**src/hdl/ect_pkg.sv**
```systemverilog
// Shared types, codes and default sizes for the epoch completion tracker.
// Used by every module of the block and by its checker; depends on nothing.
package ect_pkg;

   localparam int NUM_DOMAINS_DEFAULT    = 16;
   localparam int REORDER_WINDOW_DEFAULT = 64;
   localparam int DOMAIN_CODES           = 16;
   localparam int VALUE_W                = 32;
   localparam int QUEUE_DEPTH            = 2;
   localparam int QPTR_W                 = $clog2(QUEUE_DEPTH);

   localparam logic [1:0] CMD_COMPLETE = 2'd0;
   localparam logic [1:0] CMD_CHECK    = 2'd1;
   localparam logic [1:0] CMD_CLOSE    = 2'd2;

   localparam logic [2:0] STATUS_ADVANCED = 3'd0;
   localparam logic [2:0] STATUS_PENDING  = 3'd1;
   localparam logic [2:0] STATUS_STALE    = 3'd2;
   localparam logic [2:0] STATUS_DROPPED  = 3'd3;
   localparam logic [2:0] STATUS_MET      = 3'd4;
   localparam logic [2:0] STATUS_NOT_MET  = 3'd5;
   localparam logic [2:0] STATUS_CLOSED   = 3'd6;

   typedef enum logic [1:0] {
      OP_COMPLETE,
      OP_CHECK,
      OP_CLOSE,
      OP_IGNORE
   } op_type;

   typedef enum logic [1:0] {
      SEQ_READ,
      SEQ_SCAN,
      SEQ_WRITE
   } seq_state_type;

   typedef struct packed {
      logic [1:0]         cmd;
      logic [3:0]         domain;
      logic [VALUE_W-1:0] value;
      logic               last;
   } req_type;

   typedef struct packed {
      logic [2:0]         status;
      logic [VALUE_W-1:0] completed;
      logic               all_met;
      logic               is_closed;
   } rsp_type;

   typedef struct packed {
      op_type             op;
      logic [3:0]         domain;
      logic [VALUE_W-1:0] value;
      logic               last;
   } task_type;

endpackage

```
**src/hdl/ect_front.sv**
```systemverilog
// Front end of the epoch completion tracker: accepts request beats, decodes the
// command and holds the decoded tasks in a short queue. Depends on ect_pkg.
module ect_front (
   input  logic              clock,
   input  logic              reset,
   input  logic              req_valid,
   output logic              req_stall,
   input  ect_pkg::req_type  req_data,
   output logic              task_valid,
   input  logic              task_pop,
   output ect_pkg::task_type task_data
);

   ect_pkg::task_type                 entry;
   ect_pkg::task_type                 queue_mem [ect_pkg::QUEUE_DEPTH];
   logic [ect_pkg::QPTR_W-1:0]        wr_ptr_ff;
   logic [ect_pkg::QPTR_W-1:0]        wr_ptr_in;
   logic [ect_pkg::QPTR_W-1:0]        rd_ptr_ff;
   logic [ect_pkg::QPTR_W-1:0]        rd_ptr_in;
   logic [ect_pkg::QPTR_W:0]          fill_ff;
   logic [ect_pkg::QPTR_W:0]          fill_in;
   logic                              push;
   logic                              pop;

   always_comb begin
      entry.domain = req_data.domain;
      entry.value  = req_data.value;
      entry.last   = req_data.last;
      case (req_data.cmd)
         ect_pkg::CMD_COMPLETE: entry.op = ect_pkg::OP_COMPLETE;
         ect_pkg::CMD_CHECK:    entry.op = ect_pkg::OP_CHECK;
         ect_pkg::CMD_CLOSE:    entry.op = ect_pkg::OP_CLOSE;
         default:               entry.op = ect_pkg::OP_IGNORE;
      endcase
   end

   assign req_stall  = (fill_ff == (ect_pkg::QPTR_W+1)'(ect_pkg::QUEUE_DEPTH));
   assign task_valid = (fill_ff != '0);
   assign task_data  = queue_mem[rd_ptr_ff];
   assign push       = req_valid && !req_stall;
   assign pop        = task_pop && task_valid;

   always_comb begin
      wr_ptr_in = push ? wr_ptr_ff + 1'b1 : wr_ptr_ff;
      rd_ptr_in = pop ? rd_ptr_ff + 1'b1 : rd_ptr_ff;
      fill_in   = fill_ff + (ect_pkg::QPTR_W+1)'(push) - (ect_pkg::QPTR_W+1)'(pop);
   end

   always_ff @(posedge clock) begin
      if (reset) begin
         wr_ptr_ff <= '0;
         rd_ptr_ff <= '0;
         fill_ff   <= '0;
      end else begin
         wr_ptr_ff <= wr_ptr_in;
         rd_ptr_ff <= rd_ptr_in;
         fill_ff   <= fill_in;
      end
   end

   always_ff @(posedge clock) begin
      if (push) begin
         queue_mem[wr_ptr_ff] <= entry;
      end
   end

endmodule

```
**src/hdl/ect_back.sv**
```systemverilog
// Back end of the epoch completion tracker: per-domain count and pending-window
// store, read-scan-write sequencer and result register. Depends on ect_pkg.
module ect_back #(
   parameter int NUM_DOMAINS    = ect_pkg::NUM_DOMAINS_DEFAULT,
   parameter int REORDER_WINDOW = ect_pkg::REORDER_WINDOW_DEFAULT
) (
   input  logic              clock,
   input  logic              reset,
   input  logic              task_valid,
   output logic              task_pop,
   input  ect_pkg::task_type task_data,
   output logic              rsp_valid,
   input  logic              rsp_stall,
   output ect_pkg::rsp_type  rsp_data
);

   localparam int DOM_W = (NUM_DOMAINS > 1) ? $clog2(NUM_DOMAINS) : 1;
   localparam int RUN_W = $clog2(REORDER_WINDOW + 1);
   localparam int POS_W = (REORDER_WINDOW > 1) ? $clog2(REORDER_WINDOW) : 1;
   localparam int VW    = ect_pkg::VALUE_W;

   ect_pkg::seq_state_type    state_ff;
   ect_pkg::seq_state_type    state_in;
   logic                      issue_read;
   logic                      do_finish;
   logic                      out_free;

   logic [DOM_W-1:0]          dom_map [ect_pkg::DOMAIN_CODES];
   logic [VW-1:0]             count_mem [NUM_DOMAINS];
   logic [REORDER_WINDOW-1:0] pend_mem [NUM_DOMAINS];
   logic [NUM_DOMAINS-1:0]    valid_ff;

   ect_pkg::task_type         cur_ff;
   logic [DOM_W-1:0]          addr_ff;
   logic [VW-1:0]             rd_count_ff;
   logic [REORDER_WINDOW-1:0] rd_pend_ff;
   logic                      rd_valid_ff;

   logic [VW-1:0]             eff_count;
   logic [REORDER_WINDOW-1:0] eff_pend;
   logic [REORDER_WINDOW-1:0] scan_bits;
   logic [VW-1:0]             diff;
   logic [VW-1:0]             diff_m1;
   logic [RUN_W-1:0]          run_len;
   logic [2:0]                scan_status;

   logic [2:0]                status_ff;
   logic [RUN_W-1:0]          run_ff;
   logic [POS_W-1:0]          pos_ff;

   logic                      closed_ff;
   logic                      closed_in;
   logic                      run_met_ff;
   logic                      run_met_in;
   logic                      all_met;
   logic                      write_en;
   logic [VW-1:0]             new_count;
   logic [REORDER_WINDOW-1:0] new_pend;

   logic                      out_valid_ff;
   logic                      out_valid_in;
   ect_pkg::rsp_type          out_data_ff;
   ect_pkg::rsp_type          out_data_in;

   for (genvar i = 0; i < ect_pkg::DOMAIN_CODES; i++) begin : g_dom_map
      assign dom_map[i] = DOM_W'(i % NUM_DOMAINS);
   end

   assign out_free = !out_valid_ff || !rsp_stall;

   always_comb begin
      case (state_ff)
         ect_pkg::SEQ_READ:  state_in = task_valid ? ect_pkg::SEQ_SCAN : ect_pkg::SEQ_READ;
         ect_pkg::SEQ_SCAN:  state_in = ect_pkg::SEQ_WRITE;
         ect_pkg::SEQ_WRITE: state_in = out_free ? ect_pkg::SEQ_READ : ect_pkg::SEQ_WRITE;
         default:            state_in = ect_pkg::SEQ_READ;
      endcase
   end

   always_comb begin
      issue_read = 1'b0;
      do_finish  = 1'b0;
      case (state_ff)
         ect_pkg::SEQ_READ:  issue_read = task_valid;
         ect_pkg::SEQ_WRITE: do_finish  = out_free;
         default: begin
            issue_read = 1'b0;
            do_finish  = 1'b0;
         end
      endcase
   end

   assign task_pop = issue_read;

   always_ff @(posedge clock) begin
      if (reset) begin
         state_ff <= ect_pkg::SEQ_READ;
      end else begin
         state_ff <= state_in;
      end
   end

   // Store read: the entry of an unwritten domain reads as zero.
   always_ff @(posedge clock) begin
      if (issue_read) begin
         cur_ff      <= task_data;
         addr_ff     <= dom_map[task_data.domain];
         rd_count_ff <= count_mem[dom_map[task_data.domain]];
         rd_pend_ff  <= pend_mem[dom_map[task_data.domain]];
         rd_valid_ff <= valid_ff[dom_map[task_data.domain]];
      end
   end

   always_comb begin
      eff_count = rd_valid_ff ? rd_count_ff : '0;
      eff_pend  = rd_valid_ff ? rd_pend_ff : '0;
      scan_bits = eff_pend | REORDER_WINDOW'(1);
      diff      = cur_ff.value - eff_count;
      diff_m1   = diff - VW'(1);
   end

   // Length of the run of consecutive finished epochs from the next one on.
   always_comb begin
      run_len = RUN_W'(REORDER_WINDOW);
      for (int i = REORDER_WINDOW - 1; i >= 0; i--) begin
         if (!scan_bits[i]) begin
            run_len = RUN_W'(i);
         end
      end
   end

   always_comb begin
      case (cur_ff.op)
         ect_pkg::OP_COMPLETE: begin
            if (cur_ff.value <= eff_count) begin
               scan_status = ect_pkg::STATUS_STALE;
            end else if (diff > VW'(REORDER_WINDOW)) begin
               scan_status = ect_pkg::STATUS_DROPPED;
            end else if (diff == VW'(1)) begin
               scan_status = ect_pkg::STATUS_ADVANCED;
            end else begin
               scan_status = ect_pkg::STATUS_PENDING;
            end
         end
         ect_pkg::OP_CHECK: begin
            if (closed_ff) begin
               scan_status = ect_pkg::STATUS_CLOSED;
            end else if (eff_count >= cur_ff.value) begin
               scan_status = ect_pkg::STATUS_MET;
            end else begin
               scan_status = ect_pkg::STATUS_NOT_MET;
            end
         end
         ect_pkg::OP_CLOSE: scan_status = ect_pkg::STATUS_CLOSED;
         default:           scan_status = ect_pkg::STATUS_STALE;
      endcase
   end

   always_ff @(posedge clock) begin
      if (state_ff == ect_pkg::SEQ_SCAN) begin
         status_ff <= scan_status;
         run_ff    <= run_len;
         pos_ff    <= diff_m1[POS_W-1:0];
      end
   end

   always_comb begin
      new_count = eff_count;
      new_pend  = eff_pend;
      write_en  = 1'b0;
      case (status_ff)
         ect_pkg::STATUS_ADVANCED: begin
            new_count = eff_count + VW'(run_ff);
            new_pend  = eff_pend >> run_ff;
            write_en  = 1'b1;
         end
         ect_pkg::STATUS_PENDING: begin
            new_pend[pos_ff] = 1'b1;
            write_en         = 1'b1;
         end
         default: begin
            write_en = 1'b0;
         end
      endcase
   end

   always_comb begin
      closed_in  = closed_ff;
      run_met_in = run_met_ff;
      all_met    = run_met_ff;
      case (cur_ff.op)
         ect_pkg::OP_CHECK: begin
            all_met    = run_met_ff && (status_ff == ect_pkg::STATUS_MET);
            run_met_in = cur_ff.last ? 1'b1 : all_met;
         end
         ect_pkg::OP_CLOSE: closed_in = 1'b1;
         default:           closed_in = closed_ff;
      endcase
      out_data_in.status    = status_ff;
      out_data_in.completed = new_count;
      out_data_in.all_met   = all_met;
      out_data_in.is_closed = closed_in;
      out_valid_in          = do_finish ? 1'b1 : (out_valid_ff && rsp_stall);
   end

   always_ff @(posedge clock) begin
      if (do_finish && write_en) begin
         count_mem[addr_ff] <= new_count;
         pend_mem[addr_ff]  <= new_pend;
      end
   end

   always_ff @(posedge clock) begin
      if (reset) begin
         valid_ff     <= '0;
         closed_ff    <= 1'b0;
         run_met_ff   <= 1'b1;
         out_valid_ff <= 1'b0;
      end else begin
         out_valid_ff <= out_valid_in;
         if (do_finish) begin
            closed_ff  <= closed_in;
            run_met_ff <= run_met_in;
            if (write_en) begin
               valid_ff[addr_ff] <= 1'b1;
            end
         end
      end
   end

   always_ff @(posedge clock) begin
      if (do_finish) begin
         out_data_ff <= out_data_in;
      end
   end

   assign rsp_valid = out_valid_ff;
   assign rsp_data  = out_data_ff;

endmodule

```
**src/hdl/epoch_completion_tracker_unit.sv**
```systemverilog
// Top level of the epoch completion tracker: joins the decoding front end and
// the per-domain back end through the task queue. Depends on ect_pkg.
//
// Each request beat carries a command (complete, check or close), an ordering
// domain, an epoch value and a last flag; each one yields exactly one response
// beat with a status code, the domain's contiguous completed count, the
// running AND of the current check run and the sticky closed flag.
// A completion one past the count advances it over every epoch already held
// early in the domain's reorder window; one further ahead inside the window is
// held, one beyond it is dropped, one at or below the count is ignored.
// Both channels use valid and stall. The front end queues up to two decoded
// beats, so requests are taken while the back end works or a response waits.
// The back end handles each beat as a registered read of the domain's count
// and window, a scan for the run of finished epochs, then the write-back and
// loading of the response register. It finishes one beat before it reads the
// next, as this read-modify-write of the domain store requires.
// A stalled response holds the back end in its write step; the queue fills and
// then stalls the request channel. Reset empties the queue and the response
// register, marks every domain as count zero with an empty window, clears the
// closed flag and starts a fresh check run; no beat is lost across a stall.
module epoch_completion_tracker_unit #(
   parameter int NUM_DOMAINS    = ect_pkg::NUM_DOMAINS_DEFAULT,
   parameter int REORDER_WINDOW = ect_pkg::REORDER_WINDOW_DEFAULT
) (
   input  logic             clock,
   input  logic             reset,
   input  logic             req_valid,
   output logic             req_stall,
   input  ect_pkg::req_type req_data,
   output logic             rsp_valid,
   input  logic             rsp_stall,
   output ect_pkg::rsp_type rsp_data
);

   logic              task_valid;
   logic              task_pop;
   ect_pkg::task_type task_data;

   ect_front u_front (
      .clock      (clock),
      .reset      (reset),
      .req_valid  (req_valid),
      .req_stall  (req_stall),
      .req_data   (req_data),
      .task_valid (task_valid),
      .task_pop   (task_pop),
      .task_data  (task_data)
   );

   ect_back #(
      .NUM_DOMAINS    (NUM_DOMAINS),
      .REORDER_WINDOW (REORDER_WINDOW)
   ) u_back (
      .clock      (clock),
      .reset      (reset),
      .task_valid (task_valid),
      .task_pop   (task_pop),
      .task_data  (task_data),
      .rsp_valid  (rsp_valid),
      .rsp_stall  (rsp_stall),
      .rsp_data   (rsp_data)
   );

endmodule

```
**config.mk**
```make
export PLATFORM = sky130hd
export DESIGN_NAME = epoch_completion_tracker_unit
export DESIGN_NICKNAME = d
export VERILOG_FILES = /design/src/hdl/ect_pkg.sv /design/src/hdl/ect_front.sv /design/src/hdl/ect_back.sv /design/src/hdl/epoch_completion_tracker_unit.sv
export SDC_FILE = /design/constraint.sdc
export NUM_CORES = 2
export LEC_CHECK = 0
export BUFFER_PORTS_ARGS = -buffer_cell sky130_fd_sc_hd__buf_2
export CAP_MARGIN = 15
export CORE_MARGIN = 5
export CORE_UTILIZATION = 50
export DETAILED_ROUTE_END_ITERATION = 16
export HOLD_SLACK_MARGIN = 0.1
export PLACE_DENSITY = 0.65
export SLEW_MARGIN = 20
export SYNTH_ARGS = -nofsm -noshare
export SYNTH_HDL_FRONTEND = slang
export SYNTH_SLANG_ARGS = --single-unit
```
**constraint.sdc**
```tcl
create_clock -name clock -period 14.3 [get_ports clock]
set_clock_uncertainty 0.1 [all_clocks]
set_input_delay 2.86 -clock clock [delete_from_list [all_inputs] [get_ports clock]]
set_output_delay 2.86 -clock clock [all_outputs]
set_load 0.03 [all_outputs]
```
==> run metrics <==
Post-synth top cells=edfxtp_1 (1786), nand2_1 (1706), nand3_1 (884); Area contributors post-synth=edfxtp_1 (69%), nand2_1 (8.2%), nand3_1 (5.7%); global route overflow=0; Synth Area in XOR/XNOR=0.00416; Int Power=0.0113 W; Sink Count=1812; Routed Antenna Nets=0; Synth area leader=edfxtp_1; RePlAce Congestion=0.960; Finished Layout Cells=8583; maxcap violations=0; initial core utilization=0.501; clk buf depth=3; largest family of logic cells by synthesized area=simple AND/OR/NAND/NOR gates; Post-synth EDFFs=1786; run status=finished, final reports clean; r2r setup slk=9.21 ns; die height=405 um; Max FO, Critical Path=54; Layout Nets=6470; post-synthesis compound-gate area fraction=0.0691; switch share=0.370; CTS tree=yes; htree depth=4; YS warnings=0; post-synth cell types=74; post-synthesis cell count=6389; via count=53200; post-route design area=86700 um^2; Worst Hold Endpoint=u_back.valid_ff[14]$_SDFFE_PP0P_; Net Count, Synth=6481; number of setup violations in the final report=0; Worst Setup Path Type=input pin to flip-flop; vias in the first global route=50200; Core Util, Final=0.557; I/O pins=82; startpoint types=input pin; wire per inst=25.4 um; post-synthesis cell area=78000 um^2; Worst-Skew Late Latency=0.82 ns; VDD IR max=140 uV; die width=405 um; detailed placement HPWL=121000 um; combinational share of power=0.331; PwrDens=208 nW/um^2; Vias/cell=6.20; max-slew violation count=0; CP endpoint kind=flip-flop; post_cts resized=0; Required @ worst endpoint=14.59 ns; Seq cells post-synth=1812; Tmin final=6.07 ns; sequential-to-total area share from yosys stat=0.695; Setup Fix Bufs, Post-CTS=0; share of the synthesized area in the top cell type=0.688; count leader, synth=edfxtp_1; Starting DRT DRC Count=6740; row cnt=145; Port Buffer Count=81; Setup WS pre-CTS=7.39 ns; simple-gate share of the synthesized area=0.170; Detailed Route WL=218000 um; fmax=165 MHz; first-pass GRT wire length=324000 um; Synth Area per Inst=12.2 um^2; Placed Cells=8255; CTS Hold Bufs=0; Final Hold Fails=0; core box area=156000 um^2; worst-margin pin slew=1.13 ns; worst rel slew slack=0.238; arrival time worst endpoint=6.36 ns; HP Start=u_back.valid_ff[14]$_SDFFE_PP0P_; Adder-Cell Fraction of Synth Area=0.00806; Flop pwr share=0.415; unrepaired setup endpoints after global routing=no; most common flop cell mapped by yosys=edfxtp_1; Min-Delay Path Class=flip-flop to flip-flop; CTS clk-pin slew, worst paths=0.06 ns; die footprint=164000 um^2; Tcrit/Tclk final=0.425; worst-case reg-to-reg path depth=9; initial antenna violation count=8; hold-critical path depth=2; Crit. Startpoint=rsp_stall; CTS Root Buffer Type=clkbuf_16; ys async rst share=0; Leakage=29.9 nW; Clk network pwr share=0.254; share of layout cells above drive strength 1=0.104; TritonCTS buffer count=179; post-synthesis mux area share=0.0294; DP Area=81000 um^2; largest net degree at the start of global routing=173; Total GRT Usage=0.261; DRT Pass-1 Iters=6; worst setup margin=8.23 ns; RR Endpoint=u_back.rd_pend_ff[5]$_DFFE_PP_; Switch Pwr=0.00666 W; DRC violations left=0; synthesis-to-finish area growth=11.2%; setup TNS=0 ns
[power by group through the flow]
stage               clock [W]  sequential [W]  combinational, W
finish                0.00456         0.00747           0.00597
global route          0.00487         0.00747           0.00644
CTS                   0.00464         0.00744           0.00589
detailed placement          0         0.00755           0.00586
global placement            0         0.00755           0.00578
floorplan                   0         0.00736           0.00378
[metrics by stage]
step                      total power (W)  hold slack [ns]
final                              0.0180            0.372
after global routing               0.0188            0.402
after CTS                          0.0180            0.374
after detailed placement           0.0134            0.360
after global placement             0.0133            0.369
after floorplan                    0.0111            0.331
[how the worst max path moves through the flow]
stage	depth (start not counted)	end
after CTS	9	u_back.pend_mem[10][34]$_DFFE_PP_
final	9	u_back.pend_mem[10][34]$_DFFE_PP_
after detailed placement	9	u_back.pend_mem[10][5]$_DFFE_PP_
after floorplan	4	u_back.count_mem[0][0]$_DFFE_PP_
after global placement	9	u_back.pend_mem[10][37]$_DFFE_PP_
after global routing	9	u_back.pend_mem[10][34]$_DFFE_PP_
[layer usage]
layer / GRT usage / routed length (um)
met1: 0.380 / 90800
met2: 0.402 / 99400
met3: 0.0451 / 20200
met4: 0.0892 / 7470
met5: 0 / 0
[state kept, by name, indices dropped and copies added, names as in the netlist, named ones only]
signal,count
u_back.valid_ff,16
u_back.run_ff,7
u_front.rd_ptr_ff,1
u_front.fill_ff,2
u_back.state_ff,2
u_back.count_mem,512
u_back.rd_count_ff,32
u_back.cur_ff,35
u_back.rsp_valid,1
u_back.pend_mem,1008
u_back.run_met_ff,1
u_front.wr_ptr_ff,1
u_back.rd_valid_ff,1
u_back.pos_ff,6
u_front.queue_mem,78
u_back.addr_ff,4
u_back.closed_ff,1
u_back.rd_pend_ff,63
u_back.status_ff,3
u_back.rsp_data,37
[kinds of logic after synthesis]
kind of cell             after synthesis
AND/OR/NAND/NOR                     3054
flip-flops                          1812
AO/OA/AOI/OAI                        772
buffers and inverters                501
multiplexers                         164
adder cells (fa/ha/maj)               49
XOR/XNOR                              37
[placed cells by master, fill, tap and decap left out, types with 16 or more instances in the layout]
cell type  Yosys  layout
nor2_1       177     162
mux2_2        58      58
o211ai_1      20      20
nand3_1      884     884
mux2i_1       60      56
a21boi_0      23      23
nor3_1        42      36
a31oi_1      112     112
buf_4          1     157
clkinv_1       0      48
nand4_1       27      27
o21ai_0      121     115
edfxtp_1    1786    1786
dfxtp_1       26      25
ha_1          47      47
a22oi_1       38      38
mux4_2        46      46
clkbuf_16      0     182
xnor2_1       24      19
buf_2          8      81
o22ai_2        0      16
a311oi_1     197     197
o22ai_1       54      38
and3_1       113     112
clkbuf_1     380      29
inv_1         56      55
clkinv_2       0      34
a21oi_1       94      92
nand2_1     1706    1706
o21a_1        16      16
[critical path: stages]
cell and delay (ns):
buf_2 0.12, a21oi_4 0.10, buf_4 0.55, nand2_1 0.19, nor2_1 0.15, nand2_1 0.24, nor2_4 0.62, buf_4 0.54
buf_4 0.91
[cell type report]
class | instances | area, um^2
clock inverter | 115 | 988
fill | 12600 | 69000
multi-input combinational | 4076 | 22300
antenna | 2 | 5.00
inverter | 62 | 253
clock buffer | 211 | 4660
sequential | 1812 | 54200
timing repair buffer | 247 | 1760
tap | 2058 | 2570
No activity file was read; power rests on OpenSTA's default activity.
